--- src/rtl/b2da_pkg.sv ---
package b2da_pkg;

   // Values above this limit, and all negative values, print as stars.
   localparam logic [63:0] LIMIT_VALUE = 64'd99999999;
   localparam logic [63:0] STARS_WORD  = 64'h2A2A_2A2A_2A2A_2A2A;
   localparam logic [7:0]  CHAR_BLANK  = 8'h20;
   localparam logic [7:0]  CHAR_ZERO   = 8'h30;
   localparam logic [7:0]  CHAR_NUL    = 8'h00;

   localparam int unsigned DIGITS      = 8;
   localparam int unsigned DABBLE_BITS = 7;
   localparam int unsigned DABBLE_STAGES = 4;
   // Binary width carried through the shift-add-3 pipeline; 99999999 fits in 27 bits.
   localparam int unsigned VAL_W = DABBLE_BITS * DABBLE_STAGES;
   localparam int unsigned BCD_W = 4 * DIGITS;
   localparam int unsigned CNT_W = 4;

   typedef enum logic [1:0] {
      FUNC_BLANK_RIGHT = 2'd0,
      FUNC_NUL_LEFT    = 2'd1,
      FUNC_NUL_RIGHT   = 2'd2,
      FUNC_RESERVED    = 2'd3
   } func_type;

   typedef struct packed {
      logic             oor;
      logic [1:0]       func;
      logic [VAL_W-1:0] bin;
      logic [BCD_W-1:0] bcd;
   } stage_type;

   // One shift-add-3 step: correct every digit of 5 or more, then shift in one bit.
   function automatic logic [BCD_W-1:0] dabble_step(input logic [BCD_W-1:0] bcd,
                                                    input logic bit_in);
      logic [BCD_W-1:0] adj;
      adj = bcd;
      for (int d = 0; d < DIGITS; d++) begin
         if (adj[4*d +: 4] >= 4'd5) begin
            adj[4*d +: 4] = adj[4*d +: 4] + 4'd3;
         end
      end
      return {adj[BCD_W-2:0], bit_in};
   endfunction

endpackage

--- src/rtl/b2da_dabble_stage.sv ---
module b2da_dabble_stage (
   input  logic                 clock,
   input  logic                 reset,
   input  logic                 in_valid,
   input  b2da_pkg::stage_type  in_data,
   output logic                 out_valid,
   output b2da_pkg::stage_type  out_data
);

   logic                valid_ff;
   b2da_pkg::stage_type data_ff;
   b2da_pkg::stage_type data_in;

   // Consume the top DABBLE_BITS bits of the binary value.
   always_comb begin
      data_in = in_data;
      for (int i = 0; i < b2da_pkg::DABBLE_BITS; i++) begin
         data_in.bcd = b2da_pkg::dabble_step(data_in.bcd, data_in.bin[b2da_pkg::VAL_W-1]);
         data_in.bin = {data_in.bin[b2da_pkg::VAL_W-2:0], 1'b0};
      end
   end

   always_ff @(posedge clock) begin
      if (reset) begin
         valid_ff <= 1'b0;
      end else begin
         valid_ff <= in_valid;
      end
   end

   always_ff @(posedge clock) begin
      data_ff <= data_in;
   end

   assign out_valid = valid_ff;
   assign out_data  = data_ff;

endmodule

--- src/rtl/binary_to_decimal_ascii_word_top.sv ---
// Converts a signed 64-bit number into eight packed ASCII characters, first character in
// bits 63..56. Values below zero or above 99999999 give eight '*'. req_func selects the
// layout: 0 (and 3) right-justified with blank fill, 1 left-justified with NUL fill,
// 2 right-justified with NUL fill. busy is always low: a new transaction is taken every
// cycle, and each result appears on rsp_text_word with rsp_strobe high for one cycle.
// The pipeline has one range-check stage, four shift-add-3 stages of seven bits
// each, and one formatting stage. The receiver cannot stall the block, so results
// must be captured when rsp_strobe is high.
module binary_to_decimal_ascii_word_top (
   input  logic        clock,
   input  logic        reset,
   input  logic        start,
   output logic        busy,
   input  logic [1:0]  req_func,
   input  logic signed [63:0] req_number,
   output logic        rsp_strobe,
   output logic [63:0] rsp_text_word
);

   logic                valid_ff [b2da_pkg::DABBLE_STAGES+1];
   b2da_pkg::stage_type data_ff  [b2da_pkg::DABBLE_STAGES+1];
   b2da_pkg::stage_type entry_in;

   logic        rsp_strobe_ff;
   logic [63:0] rsp_text_word_ff;
   logic [63:0] text_in;

   assign busy = 1'b0;

   // Range check and entry register.
   always_comb begin
      entry_in      = '0;
      entry_in.oor  = req_number[63] || (req_number > b2da_pkg::LIMIT_VALUE);
      entry_in.func = req_func;
      entry_in.bin  = req_number[b2da_pkg::VAL_W-1:0];
      entry_in.bcd  = '0;
   end

   always_ff @(posedge clock) begin
      if (reset) begin
         valid_ff[0] <= 1'b0;
      end else begin
         valid_ff[0] <= start;
      end
   end

   always_ff @(posedge clock) begin
      data_ff[0] <= entry_in;
   end

   for (genvar s = 0; s < b2da_pkg::DABBLE_STAGES; s++) begin : g_dabble
      b2da_dabble_stage u_stage (
         .clock     (clock),
         .reset     (reset),
         .in_valid  (valid_ff[s]),
         .in_data   (data_ff[s]),
         .out_valid (valid_ff[s+1]),
         .out_data  (data_ff[s+1])
      );
   end

   // Formatting: count digits, then justify and fill, or give stars when out of range.
   always_comb begin
      b2da_pkg::stage_type      last;
      logic [b2da_pkg::CNT_W-1:0] count;
      logic [63:0]              digits;
      logic [63:0]              blanks;
      last   = data_ff[b2da_pkg::DABBLE_STAGES];
      count  = 4'd1;
      digits = '0;
      blanks = '0;
      for (int d = 1; d < b2da_pkg::DIGITS; d++) begin
         if (last.bcd[4*d +: 4] != 4'd0) begin
            count = 4'(d + 1);
         end
      end
      for (int d = 0; d < b2da_pkg::DIGITS; d++) begin
         if (d < int'(count)) begin
            digits[8*d +: 8] = b2da_pkg::CHAR_ZERO | {4'd0, last.bcd[4*d +: 4]};
         end else begin
            digits[8*d +: 8] = b2da_pkg::CHAR_NUL;
            blanks[8*d +: 8] = b2da_pkg::CHAR_BLANK;
         end
      end
      if (last.oor) begin
         text_in = b2da_pkg::STARS_WORD;
      end else begin
         unique case (b2da_pkg::func_type'(last.func))
            b2da_pkg::FUNC_NUL_LEFT:  text_in = digits << {3'(b2da_pkg::DIGITS - count), 3'b000};
            b2da_pkg::FUNC_NUL_RIGHT: text_in = digits;
            b2da_pkg::FUNC_BLANK_RIGHT,
            b2da_pkg::FUNC_RESERVED:  text_in = digits | blanks;
            default:                  text_in = digits | blanks;
         endcase
      end
   end

   always_ff @(posedge clock) begin
      if (reset) begin
         rsp_strobe_ff <= 1'b0;
      end else begin
         rsp_strobe_ff <= valid_ff[b2da_pkg::DABBLE_STAGES];
      end
   end

   always_ff @(posedge clock) begin
      rsp_text_word_ff <= text_in;
   end

   assign rsp_strobe    = rsp_strobe_ff;
   assign rsp_text_word = rsp_text_word_ff;

endmodule

--- config.mk ---
export PLATFORM = sky130hd
export DESIGN_NAME = binary_to_decimal_ascii_word_top
export DESIGN_NICKNAME = d
export VERILOG_FILES = /design/src/rtl/b2da_pkg.sv /design/src/rtl/b2da_dabble_stage.sv /design/src/rtl/binary_to_decimal_ascii_word_top.sv
export SDC_FILE = /design/constraint.sdc
export NUM_CORES = 1
export LEC_CHECK = 0
export BUFFER_PORTS_ARGS = -buffer_cell sky130_fd_sc_hd__buf_2
export CELL_PAD_IN_SITES_DETAIL_PLACEMENT = 1
export CELL_PAD_IN_SITES_GLOBAL_PLACEMENT = 1
export CORE_MARGIN = 2
export CORE_UTILIZATION = 25
export DETAILED_ROUTE_END_ITERATION = 12
export PLACE_DENSITY = 0.48
export SYNTH_ARGS = -nofsm -noshare
export SYNTH_HDL_FRONTEND = slang
export SYNTH_SLANG_ARGS = --single-unit
--- constraint.sdc ---
create_clock -name clock -period 7.91 [get_ports clock]
set_input_delay 0.3955 -clock clock [delete_from_list [all_inputs] [get_ports clock]]
set_output_delay 0.3955 -clock clock [all_outputs]
set_load 0.05 [all_outputs]
== Word level (Yosys, flattened, before mapping) ==
Index checks and enable logic that the tools add are counted.

* Add/subtract/negate cells: 189
* Magnitude comparators: 197
* Equality and inequality tests: 3
* Shift operators: 1
* Muxes and demuxes: 212
* Bitwise operators: 1
* Reduce and logical (&&, ||, !) cells: 10

{| class="wikitable"
|+ Operators by type and width
! kind !! count
|-
| 4-bit by 3-bit >= comparator with 1-bit output, second input constant || 180
|-
| 4-bit two-way mux || 168
|-
| 4-bit by 2-bit adder with 4-bit output, second input constant || 161
|-
| 64-bit case mux with 3 select lines || 1
|-
| 6-bit two-way mux || 16
|-
| 3-bit two-way mux || 24
|-
| 64-bit by 27-bit greater-than comparator with 1-bit output, second input constant || 1
|-
| 64-bit bitwise OR || 1
|-
| 64-bit by 6-bit << shifter with 64-bit output || 1
|-
| 3-bit by 2-bit adder with 3-bit output, second input constant || 19
|-
| 4-bit nonzero test || 7
|-
| 1-bit by 2-bit adder with 3-bit output, second input constant || 7
|-
| 1-bit by 3-bit >= comparator with 1-bit output, second input constant || 7
|-
| 3-bit by 4-bit < comparator with 1-bit output, first input constant || 4
|-
| 1-bit by 4-bit < comparator with 1-bit output, first input constant || 2
|-
| 2-bit by 4-bit < comparator with 1-bit output, first input constant || 2
|-
| 2-bit == test, second input constant || 2
|-
| 2-bit two-way mux || 2
|-
| 1-bit by 2-bit adder with 3-bit output, both inputs constant || 1
|-
| 1-bit by 3-bit >= comparator with 1-bit output, both inputs constant || 1
|-
| 1-bit by 3-bit subtractor with 3-bit output, first input constant || 1
|-
| 2-bit by 1-bit == test with 1-bit output, second input constant || 1
|-
| 2-bit zero test || 1
|-
| 2-bit OR reduction || 1
|-
| other kinds (2) || 2
|}

* Flip-flop bits (word level): 275
* Input bits: 69
* Output and inout port bits: 66
* Word-level logic and storage cells: 639

== Depth between registers and ports, before layout ==
Gate-level depths: netlist of the first run.

* Word-level depth: 14
* Depth in mapped cells: 32
* Mapped depth without buffers: 32

== Cells and area by module ==
From an unflattened synthesis of the first run, not the netlist that was laid out.

* Cells, all modules: 5,368
* Area, all modules: 39,746.9 um^2

{| class="wikitable"
|+ By module, submodules not included
! module !! instances !! cells each !! area an instance (um^2) !! sequential area each (um^2)
|-
| b2da_dabble_stage || 4 || 1,239 || 8,971.1 || 1,141.1
|-
| binary_to_decimal_ascii_word_top || 1 || 412 || 3,862.5 || 1,621.6
|}

== Worst setup path after synthesis of the first run ==
Ideal clock, no wire load.

* Path type: reg-to-reg
* From: register g_dabble[0].u_stage.out_data[0] (netlist name)
* To: register g_dabble[1].u_stage.out_data[11] (netlist name)
* Setup time: 143 ps
* Arrival time: 5,414 ps
* Data required time: 7,767 ps
* Path slack: 2,353 ps
* Cell stages (with the launch flop): 31
* Path buffers: 3
* Clock period less this slack: 5,557 ps
* Cells stage by stage: dfxtp_1 > buf_2 > inv_1 > ha_1 > nor2b_1 > nor3_2 > a21oi_2 > inv_1 > ha_1 > a211oi_1 > o211ai_1 > and2_0 > clkbuf_1 > a21oi_1 > o21a_1 > ha_1 > a21oi_1 > maj3_1 > o221a_1 > buf_2 > xnor2_1 > ha_1 > o21ai_0 > nand3_1 > a21oi_1 > o21bai_1 > xnor2_1 > a21oi_1 > xnor2_1 > nand2_1 > mux2i_1

==> run summary, run 1 <==
GRT Total Usage: 13.5%
Largest cells by area after synthesis: dfxtp_1 21%, ha_1 6.5%, a21oi_1 5.2%
GRT Residual Overflow: 0
Die H: 295 um
RR Endpoint: g_dabble[1].u_stage.out_data[11]$_DFF_P_
Post-synthesis sequential area ratio: 21.3%
Antenna violation net count after detailed routing: 0
Total CTS buffers: 31
Cell taking the most area after synthesis: dfxtp_1
Clock transition at path regs: 0.06 ns
Final Cycle Share: 84.5%
Htree depth: 1
Worst setup startpoint: g_dabble[0].u_stage.out_data[0]$_DFF_P_
Die W: 295 um
CTS tree: done
Setup crit end: g_dabble[1].u_stage.out_data[11]$_DFF_P_
CTS Root Cell: clkbuf_16
DP Wirelength: 46200 um
R2R setup slack: 1.23 ns
Setup-failing EPs final: 0
Critical Path End Type: flip-flop
Post-route DRC: 0
Setup Buffers After CTS: 0
Core ar.: 83600 um^2
Ports: 135
Final setup TNS: 0 ns
Final min period: 6.68 ns
Number of fill cells in the layout: 10100
PortBufs: 117
Initial DRT Pass Iterations: 5
RSZ-0062 raised after global routing: no
Synth Register Bits: 225
Ant. Diodes: 0
WS Path Type: flip-flop to flip-flop
Post-synth EDFFs: 0
CTS-repair resized insts: 0
Core Rows: 106
Crit path launch type: flip-flop
Routability Congestion: 0.791
Worst slew pin tran: 1.14 ns
P&R area growth vs syn: 14.1%
Routed vias: 20400
Largest net degree at the start of global routing: 54
Hold Vio Cnt, Final: 0
RR Startpoint: g_dabble[0].u_stage.out_data[0]$_DFF_P_
First-pass GRT wire length: 101000 um
Max Clock Freq: 150 MHz
Routed WL: 59400 um
Worst slew margin: 23.5%
Initial core utilization: 25.3%
Crit-path max FO: 13
DR WL/cell: 15.0 um
CP required: 8.37 ns
Hold Buf Count CTS: 33
Layout cells sized above 1: 14.7%
Fin nets: 3034
DIE AREA: 86700 um^2
Worst skew pair latency: 0.62 ns
Critical path arrival: 7.14 ns
Skew final: 0.0382 ns
CTS Sinks: 225
Max-capacitance violation count: 0
Initial DRC count: 743
R2r worst-path depth: 27
Initial antenna violation count: 0
Warnings, synthesis: 0
Vias per cell: 5.15
Cell variety after synth: 141
Synthesized instance count: 2759
Outcome: finished, final reports clean
Max clock buf depth: 3
Vias in the first global route: 20900
Hold WC Path Type: input port to flip-flop
Ys async rst share: 0%
Post-synth top area share: 21.3%
Netlist Area Pre-Place: 21100 um^2
Avg Cell Area, Syn: 7.65 um^2
Most used flip-flop cell after synthesis: dfxtp_1
Slew Viols, Final: 0
[state kept, by name (all words and copies together) (netlist names)]
register / flops
rsp_text_word: 48
g_dabble.u_stage.out_valid: 4
g_dabble.u_stage.out_data: 140
rsp_strobe: 1
data_ff: 31
valid_ff: 1
[worst min path at each step]
stage / from / depth (start not counted) / end
2_1_floorplan: data_ff[305]$_DFF_P_ / 0 / g_dabble[0].u_stage.out_data[0]$_DFF_P_
3_3_place_gp: g_dabble[1].u_stage.out_data[46]$_DFF_P_ / 0 / g_dabble[2].u_stage.out_data[53]$_DFF_P_
3_5_place_dp: data_ff[302]$_DFF_P_ / 0 / g_dabble[0].u_stage.out_data[57]$_DFF_P_
4_1_cts: req_number[46] / 5 / data_ff[314]$_DFF_P_
5_1_grt: req_number[49] / 5 / data_ff[314]$_DFF_P_
6_report: req_number[46] / 5 / data_ff[314]$_DFF_P_
[worst max-delay path, cell delays in order (launching register included)]
cell      delay (ns)
dfxtp_1         0.46
inv_1           0.22
ha_1            0.49
nor2b_1         0.30
nor3_2          0.08
a21oi_2         0.33
inv_1           0.08
ha_1            0.21
a211oi_1        0.19
o211ai_1        0.18
and2_0          0.34
a21oi_1         0.18
o21a_1          0.24
ha_1            0.19
a21oi_1         0.06
maj3_1          0.36
o221a_1         0.35
xnor2_1         0.20
ha_1            0.22
o21ai_0         0.12
nand3_1         0.11
a21oi_1         0.23
o21bai_1        0.16
xnor2_1         0.44
a21oi_1         0.16
xnor2_1         0.36
nand2_1         0.14
mux2i_1         0.14
[final cells by class]
type                            instances  area (um^2)  area share (%)
Clock inverter                         19          258            1.07
Timing Repair Buffer                  164         1020            4.24
Clock buffer                           38          832            3.46
Sequential cell                       225         4500            18.7
Multi-Input combinational cell       2273        15500            64.4
Tap cell                             1080         1350            5.61
Inverter                              160          601            2.49
[synthesized netlist by cell type (all sizes together), types with 44 or more instances]
| cell | instances |
|---|---|
| a211oi | 65 |
| a21oi | 237 |
| buf | 48 |
| clkbuf | 69 |
| dfxtp | 225 |
| ha | 110 |
| inv | 158 |
| mux2i | 76 |
| nand2 | 264 |
| nand2b | 51 |
| nand3 | 49 |
| nor2 | 254 |
| nor2b | 51 |
| nor3 | 70 |
| o211ai | 44 |
| o21ai | 220 |
| o22ai | 45 |
| xnor2 | 64 |
[cell usage in the layout, fill, tap and decap left out, types with 63 or more instances in the layout]
cell type / Yosys / routed
buf_2: 22 / 117
inv_1: 142 / 142
dfxtp_1: 225 / 225
mux2i_1: 70 / 70
nor2_1: 251 / 251
a21oi_1: 220 / 220
nand2_1: 261 / 261
ha_1: 110 / 110
o21ai_0: 161 / 161
nor3_1: 63 / 63
[metal layers]
| metal | vias to the layer above | track usage, % | part of all wire, % |
|---|---|---|---|
| met1 | 9788 | 17.6 | 48 |
| met5 | - | 0 | 0 |
| met2 | 215 | 23.8 | 47 |
| met4 | 0 | 2.97 | 1.9 |
| li1 | 10300 | - | - |
| met3 | 54 | 1.38 | 2.3 |
[stage by stage]
stage / hold WS (ns) / cells / cell area, um^2 / utilization [%] / setup slack (ns)
2_1_floorplan: 0.310 / 2775 / 21200 / - / 2.35
3_3_place_gp: 0.310 / 3869 / 22700 / 27.1 / 1.51
3_5_place_dp: 0.313 / 3869 / 22700 / 27.1 / 1.26
4_1_cts: 0.157 / 3959 / 24100 / 28.8 / 1.22
5_1_grt: 0.188 / 3959 / 24100 / 28.8 / 0.487
6_report: 0.165 / 3959 / 24100 / 28.8 / 1.23
[cell families (layout without fill, tap and decap cells)]
kind of cell / Yosys count / in the layout / share of synthesized area (%)
other: 1 / 17 / 0.0178
AO/OA/AOI/OAI: 998 / 998 / 33.9
buffers and inverters: 277 / 381 / 5.45
multiplexers: 117 / 117 / 6.05
flip-flops: 225 / 225 / 21.3
AND/OR/NAND/NOR: 937 / 937 / 22.0
adder cells (fa/ha/maj): 116 / 116 / 6.81
XOR/XNOR: 88 / 88 / 4.48
Power of run 1 is left out: the tool's default activity adds up to more than one toggle a clock period on the data nets, which glitch-free logic cannot reach.
==> run 2: changes to the inputs <==
- ABC_AREA: not set -> 1
- PLACE_DENSITY: 0.48 -> 0.5
- clock period: 7.91 -> 6.8 ns (I/O delays scaled with it)
==> run summary, run 2 <==
Outcome: finished, final reports clean
Vias in the first global route: 18300
Post-synthesis sequential area ratio: 24.4%
Core Rows: 99
DP Wirelength: 38600 um
Ys async rst share: 0%
Final Cycle Share: 80.3%
Die H: 276 um
Setup-failing EPs final: 0
Initial antenna violation count: 0
DIE AREA: 75900 um^2
GRT Total Usage: 12.4%
Largest net degree at the start of global routing: 39
Worst path max stage delay: 0.39 ns
PortBufs: 117
Number of fill cells in the layout: 9241
Layout cells sized above 1: 19.2%
Crit-path leading delay family: simple AND/OR/NAND/NOR gates
Crit path launch type: flip-flop
Worst slew pin tran: 0.780 ns
Avg Cell Area, Syn: 6.53 um^2
Max clock buf depth: 3
Vias per cell: 4.49
Most used flip-flop cell after synthesis: dfxtp_1
Fin nets: 3170
Post-synth top area share: 24.4%
Crit-path max FO: 5
CTS-repair resized insts: 0
Final setup TNS: 0 ns
CTS Root Cell: clkbuf_16
RSZ-0062 raised after global routing: no
GRT Residual Overflow: 0
Synth Register Bits: 225
Most common cell after layout, fill and taps aside: nand2_1
Critical Path End Type: flip-flop
Post-synth EDFFs: 0
Total CTS buffers: 29
WS Path Type: flip-flop to flip-flop
Skew final: 0.0267 ns
DR WL/cell: 11.9 um
CP required: 7.29 ns
Die W: 276 um
Max reg flops: 140
P&R area growth vs syn: 17.0%
Final min period: 5.46 ns
CTS tree: done
Most frequent cell on the critical path: nand2_1
Ports: 135
Post-route DRC: 0
Max Clock Freq: 183 MHz
Antenna violation net count after detailed routing: 0
Synth top cells by count: 852 x nand2_1, 450 x inv_1, 237 x nand3_1
Core ar.: 73000 um^2
Routability Congestion: 0.813
First-pass GRT wire length: 81900 um
Cell variety after synth: 62
Most instantiated library cell after synthesis: nand2_1
Initial core utilization: 25.3%
Initial DRC count: 542
Synthesized instance count: 2822
Slew Viols, Final: 0
Worst slew margin: 47.6%
Crit path buf inv count: 8
CTS Sinks: 225
Largest cells by area after synthesis: dfxtp_1 24%, nand2_1 17%, inv_1 9.2%
Max-capacitance violation count: 0
Ant. Diodes: 0
Initial DRT Pass Iterations: 5
Clock transition at path regs: 0.06 ns
Hold Vio Cnt, Final: 0
Worst skew pair latency: 0.60 ns
Cell taking the most area after synthesis: dfxtp_1
Crit-path slowest cell: dfxtp_1
Routed WL: 47400 um
Warnings, synthesis: 0
Critical path arrival: 5.95 ns
Routed vias: 17800
Hold WC Path Type: input port to flip-flop
Htree depth: 1
Netlist Area Pre-Place: 18400 um^2
Commonest non-fill, non-tap cells in the layout: 852 x nand2_1, 450 x inv_1, 237 x nand3_1
[run 2: cell types whose count changed after synthesis, moves of 50 or more]
cell,delta
nand2_1,+591
inv_1,+308
nand3_1,+189
nand2_2,+179
nor2_1,-175
a21oi_1,-166
nand4_1,+79
nand3_2,+75
o21ai_0,-72
mux2i_1,-65
nor3_1,-57
a211oi_1,-52
nand2b_1,-50
[run 2: metal layers]
layer	vias to the layer above	share of wire (%)	global-route usage [%]	wire length, um
li1	9357	-	-	-
met1	8262	47	15.5	22400
met2	177	48	22.6	22700
met3	48	3.2	1.56	1530
met4	0	1.6	2.56	766
met5	-	0	0	0
[run 2: cell type report]
class	count	area [um^2]	area share, %
Inverter	482	1810	8.39
Timing Repair Buffer	161	1000	4.65
Clock buffer	36	802	3.72
Clock inverter	17	265	1.23
Tap cell	959	1200	5.56
Sequential cell	225	4500	20.9
Multi-Input combinational cell	2092	12000	55.6
[run 2: path summary, 6_finish.rpt]
kind / start / end / slack, ns / depth (start not counted)
max: g_dabble[2].u_stage.out_data[24]$_DFF_P_ / g_dabble[3].u_stage.out_data[30]$_DFF_P_ / 1.34 / 38
min: req_number[45] / data_ff[314]$_DFF_P_ / 0.08 / 5
min reg2reg: g_dabble[0].u_stage.out_data[52]$_DFF_P_ / g_dabble[1].u_stage.out_data[59]$_DFF_P_ / 0.33 / 0
max reg2reg: g_dabble[2].u_stage.out_data[24]$_DFF_P_ / g_dabble[3].u_stage.out_data[30]$_DFF_P_ / 1.34 / 38
[run 2: worst register-to-register path, delay by kind of cell, from the launching register on]
family / cells / cell delay [ns]
AO/OA/AOI/OAI: 4 / 0.96
XOR/XNOR: 2 / 0.41
adder cells (fa/ha/maj): 6 / 1.15
buffers and inverters: 8 / 0.58
flip-flops: 1 / 0.39
AND/OR/NAND/NOR: 18 / 1.91
[run 2: per-stage QoR]
step	setup slack [ns]	utilization (%)	hold WS [ns]	area, um^2	std cells
CTS	1.37	29.6	0.0543	21600	3972
global placement	1.63	27.6	0.309	20100	3884
floorplan	2.00	-	0.310	18500	2838
global route	0.748	29.6	0.0891	21600	3972
detailed placement	1.35	27.6	0.313	20100	3884
finish	1.34	29.6	0.0785	21600	3972
[run 2: what timing repair did]
| item | in CTS | in global routing |
|---|---|---|
| buffers inserted | 0 | 0 |
| hold endpoints to repair | 37 | 0 |
| hold buffers | 35 | 0 |
[run 2: cells by family after synthesis]
group                      Yosys count  share of synthesized area, %
and+or+nand+nor                   1610                          43.4
DFF                                225                          24.4
AOI/OAI and AO/OA                  295                          10.4
buffers and inverters              521                          11.0
muxes                                6                         0.333
xor gates and xnor gates            54                          2.99
other                                1                        0.0203
adders and majority gates          110                          7.46
Power of run 2 is left out for the same reason.
